`config.mk`:
```
export PLATFORM = sky130hd
export DESIGN_NAME = c3cf_queue
export DESIGN_NICKNAME = d
export VERILOG_FILES = /design/src/rtl/core/c3cf_pkg.sv /design/src/rtl/core/c3cf_queue.sv
export SDC_FILE = /design/constraint.sdc
export NUM_CORES = 1
export LEC_CHECK = 0
export BUFFER_PORTS_ARGS = -buffer_cell sky130_fd_sc_hd__buf_2
export CORE_ASPECT_RATIO = 0.6
export CORE_MARGIN = 1.5
export CORE_UTILIZATION = 55
export CTS_BUF_LIST = sky130_fd_sc_hd__clkbuf_4
export CTS_CLUSTER_DIAMETER = 30
export DETAILED_ROUTE_END_ITERATION = 8
export PLACE_DENSITY_LB_ADDON = 0.05
export SLEW_MARGIN = 0
export SYNTH_ARGS = -nofsm -noshare
export SYNTH_HDL_FRONTEND = slang
export SYNTH_SLANG_ARGS = --single-unit
export TNS_END_PERCENT = 20
```
`constraint.sdc`:
```
create_clock -name clk -period 13.2 [get_ports clk]
set_input_delay 0.66 -clock clk [delete_from_list [all_inputs] [get_ports clk]]
set_output_delay 0.66 -clock clk [all_outputs]
set_load 0.01 [all_outputs]
```
`src/rtl/core/c3cf_pkg.sv`:
```
// Shared types and constants for the 3x3 clamp filter.
`default_nettype none
package c3cf_pkg;

    localparam int PIX_W  = 24;
    localparam int CHAN_W = 8;
    localparam int COEF_W = 16;
    localparam int ROW_W  = 48;
    localparam int RECIP_W = 24;
    localparam int SUM_W  = 29;
    localparam int PROD_W = SUM_W + RECIP_W;
    localparam int FRAC_SHIFT = 24;
    localparam int QDEPTH = 2;

    localparam logic [2:0] CFG_COEF_TOP = 3'd0;
    localparam logic [2:0] CFG_COEF_MID = 3'd1;
    localparam logic [2:0] CFG_COEF_BOT = 3'd2;
    localparam logic [2:0] CFG_RECIP    = 3'd3;
    localparam logic [2:0] CFG_WIDTH    = 3'd4;
    localparam logic [2:0] CFG_HEIGHT   = 3'd5;
    localparam logic [2:0] CFG_CHANS    = 3'd6;

    localparam logic CMD_PIXEL = 1'b0;
    localparam logic CMD_FLUSH = 1'b1;

    typedef struct packed {
        logic [8:0][PIX_W-1:0] win;
        logic                  interior;
        logic                  last;
        logic [1:0]            chans;
    } job_t;

endpackage
`default_nettype wire

```
`src/rtl/core/c3cf_queue.sv`:
```
// Short job queue between front and back.
`default_nettype none
module c3cf_queue (
    input  wire logic           clk,
    input  wire logic           rst_n,
    input  wire logic           push,
    input  c3cf_pkg::job_t      push_job,
    output logic                full,
    input  wire logic           pop,
    output logic                not_empty,
    output c3cf_pkg::job_t      head
);
    localparam int PW = $clog2(c3cf_pkg::QDEPTH);

    c3cf_pkg::job_t mem_reg [c3cf_pkg::QDEPTH];
    logic [PW-1:0] wp_reg, rp_reg;
    logic [PW:0] cnt_reg;

    assign full      = (cnt_reg == (PW+1)'(c3cf_pkg::QDEPTH));
    assign not_empty = (cnt_reg != '0);
    assign head      = mem_reg[rp_reg];

    always_ff @(posedge clk)
    begin
        if (push)
            mem_reg[wp_reg] <= push_job;
    end

    always_ff @(posedge clk or negedge rst_n)
    begin
        if (!rst_n)
        begin
            wp_reg  <= '0;
            rp_reg  <= '0;
            cnt_reg <= '0;
        end
        else
        begin
            if (push)
                wp_reg <= wp_reg + 1'b1;
            if (pop)
                rp_reg <= rp_reg + 1'b1;
            cnt_reg <= cnt_reg + (PW+1)'(push) - (PW+1)'(pop);
        end
    end

    a_no_underflow: assert property (@(posedge clk) disable iff (!rst_n)
        pop |-> not_empty) else $error("pop from empty queue");

endmodule
`default_nettype wire

```
## After elaboration in Yosys (flattened, before gate mapping)

Memories as Yosys holds them, arrays and structs flattened.
Index checks and enable logic that the tools add are counted.

- Bits in registers: 4
- Bits in writable memories: 440
- Input bits: 224
- Output and inout bits: 222
- Logic and storage cells: 12
- Memories: 1

- Add/sub/neg operators: 4
- Equality and inequality tests: 1
- Mux-type cells: 2
- Reduce and logical (&&, ||, !) cells: 1

Memories:

| memory | words | width | rd ports | clocked after Yosys merged registers in | write ports | RTL line | RTL |
|---|---|---|---|---|---|---|---|
| mem_reg | 2 | 220 | 1 | 0 | 1 | c3cf_queue.sv:15 | `c3cf_pkg::job_t mem_reg [c3cf_pkg::QDEPTH];` |

Operators with widths:

| operator | number |
|---|---|
| $add A1 B1 Y1 const B | 2 |
| $add A2 B1 Y2 | 1 |
| $eq A2 B2 Y1 const B | 1 |
| $mux W1 | 2 |
| $reduce_bool A2 Y1 | 1 |
| $sub A2 B1 Y2 | 1 |

## Logic depth before layout (Yosys ltp)

- Word-level depth: 2
- Mapped depth: 5
- Gate-level depth less buffers: 5

## Worst setup path after synthesis

OpenSTA, ideal clock, no wires.

- Path type: in2reg
- Start point: input push
- End point: memory mem_reg[0][0] in the netlist's numbering (enable)
- Library setup time: 831 ps
- Data arrival time: 10138 ps
- Required time: 12369 ps
- Path slack: 2232 ps
- Cell stages on the path: 1
- Path buffers: 0
- Cell sequence: nor2b_1

- Word-level cells in the longest chain between the ends: 2

RTL lines:

| element | RTL line | RTL |
|---|---|---|
| start: declaration | c3cf_queue.sv:6 | `input wire logic push,` |
| $mux W1 | c3cf_queue.sv:25 | `if (push)` |
| $mux W1 (implied by the code) | c3cf_queue.sv:26 | `mem_reg[wp_reg] <= push_job;` |
| end: declaration | c3cf_queue.sv:15 |  |

No other way between the ends.

==> impl_results.md <==
* Num rows at 49
* Clk_lat worst skew at 0.74 ns
* Port Buffers at between 400 and 500
* CP startpoint: rp_reg
* RSZ-0062 raised after global routing: false
* F_max at 205 MHz
* Final wirelength at 36.4 mm
* Sequential share of the synthesized area at approximately four fifths
* DRC at 0
* Crit path to: head[8]
* Rel. slew slack at 22.5%
* Largest net degree at the start of global routing at 179
* GP Congestion at 0.821
* #FFs+latches synth at 444
* Syn Inst Count at 700
* Area growth, synth to finish at 26.0%
* Final Cycle Share at 36.9%
* Remaining global-route overflow at 0
* Critical path required time at 12.54 ns
* Hold wc startpoint: push_job[178]
* Clk sinks at between 400 and 500
* Critical setup path kind: flop to output port
* Worst R2R Path Depth at 2
* Chip Width at between 200 and 250 um
* Die ar. at 31900 um^2
* CTS H-tree lvls at 3
* Hold WC Path Type: input port to flop
* Status: finished clean
* Clock tree buffer depth at 3
* Mapped cell area at between 15000 and 20000 um^2
* Hold slack at 0.0925 ns
* Root buf cell: clkbuf_4
* Crit path time final at 4.87 ns
* Synth area leaders: edfxtp_1, mux2_4, mux2_2
* Vias at 8822
* Setup violations, final at 0
* CTS tree: done
* Final Max Slew Viols at 0
* Via count of the first global-routing pass at 9098
* Post-DRT Antenna Nets at 0
* Worst Path Max Fanout at 56
* Worst-Margin Slew at 1.16 ns
* Post-synth top area share at 77.9%
* Die Y at 139 um
* CTS Buf Count at 101
* Synth warn at 0
* DRT Pass-1 Iters at 4
* Initial Util at approximately 56%
* Post-Syn Nets at 926
* Critical path capture point type: output port
* Power Total at 4450 uW
* Synth unique cells at 14
* Syn avg cell area at 24.2 um^2
* VDD IR max at 0.186 mV
* Final hold viol count at 0
* Setup TNS Final at 0 ns
* Final Net Count at roughly 1500
* First DRT Iteration DRCs at 573
* R2R Path Start: wp_reg
* Reg-to-reg slack, setup at 10.81 ns
* RR Endpoint: mem_reg[1][117]
* Final Skew at about 0.033 ns
* Power Density at 208 nW/um^2
* Leakage power at 0.00875 uW
* GRT Util Overall at 22.5%
* Share of layout cells above drive strength 1 at between 60% and 70%
* Type of origin of the critical path: flop
* Postcts setup bufs at 0
* Area of the core at 30200 um^2
* # Max-Cap Violations at 0
* I/O pin cnt at around 450
* First-pass GRT wire length at 52.9 mm
* WL per Instance at 20.3 um
* DP HPWL at 24.1 mm
* Vias per cell at 4.92
* Worst EP arrival at 4.21 ns
* Initial antenna violation count at 10
* Clk slew on worst S/H paths at roughly 0.07 ns
* Biggest area consumer among synthesized cells: edfxtp_1
* Max reg flops at 440
[synth_stat cells]
cell type / count
inv_1: 2
buf_2: 3
xor2_1: 2
xor3_1: 1
edfxtp_1: 440
ha_1: 2
buf_6: 11
and2_1: 1
or2_2: 1
mux2_4: 190
mux2_2: 30
dfrtp_1: 4
nor2b_1: 2
buf_12: 11
[cells in the final DEF, fill, tap and decap left out, drive strengths merged]
| cell | instances |
|---|---|
| and2 | 1 |
| buf | 451 |
| clkbuf | 156 |
| clkinv | 28 |
| clkinvlp | 1 |
| dfrtp | 4 |
| diode | 8 |
| dlygate4sd3 | 64 |
| edfxtp | 440 |
| ha | 2 |
| inv | 5 |
| mux2 | 220 |
| nor2b | 2 |
| or2 | 1 |
| xor2 | 2 |
| xor3 | 1 |
[repair_timing]
action,in CTS,in global routing
hold buffers,57,7
endpoints found under the hold margin,107,12
gates resized for setup,0,0
[how the worst min path moves through the flow]
| stage | slack (ns) | to | depth (start not counted) |
|---|---|---|---|
| global route | 0.0002 | mem_reg[1][5] | 1 |
| floorplan | 0.36 | cnt_reg[0] | 0 |
| global placement | 0.48 | cnt_reg[0] | 1 |
| finish | 0.09 | mem_reg[1][178] | 1 |
| detailed placement | 0.47 | cnt_reg[0] | 1 |
| CTS | 0.0005 | mem_reg[1][178] | 1 |
[cell families after synthesis]
kind of cell / synth area share [%]
xor+xnor: 0.243
fa+ha+maj: 0.148
buf+inv: 2.16
flops: 78.5
mux: 18.8
simple gates: 0.148
[area by class of cell]
type	instances	area, um^2
fill	2040	8780
clock buffer	156	1170
antenna	8	20.0
inverter	2	7.51
multi-input combinational	229	3290
timing repair buffer	515	2940
clock inverter	32	124
sequential	444	13300
tap	408	510
[where the power goes]
| part | internal [uW] | switching [uW] |
|---|---|---|
| clock | 539 | 510 |
| sequential | 1870 | 109 |
| combinational | 720 | 701 |
| total | 3130 | 1320 |
[critical path: stages (launching register included)]
cell     delay (ns)
dfrtp_4        1.01
buf_4          0.89
buf_4          0.91
mux2_2         0.42
buf_2          0.14
[metrics by stage]
step	instance area [um^2]	utilization [%]	worst slack (ns)	instances
3_5_place_dp	19400	64.4	9.06	1534
3_3_place_gp	19400	64.4	9.13	1534
5_1_grt	21400	70.8	8.07	1788
2_1_floorplan	17000	-	2.23	700
6_report	21400	70.9	8.33	1794
4_1_cts	21300	70.6	8.19	1779
[routing by layer]
layer	up-vias	track usage, %	share of wire, %	wire, um
met5	-	0	0.16	58
met4	8	9.12	2.7	979
met3	71	9.17	8.2	2980
met2	316	37.0	50	18200
met1	4362	26.7	39	14100
li1	4065	-	-	-
No activity file was read; power rests on OpenSTA's default activity.
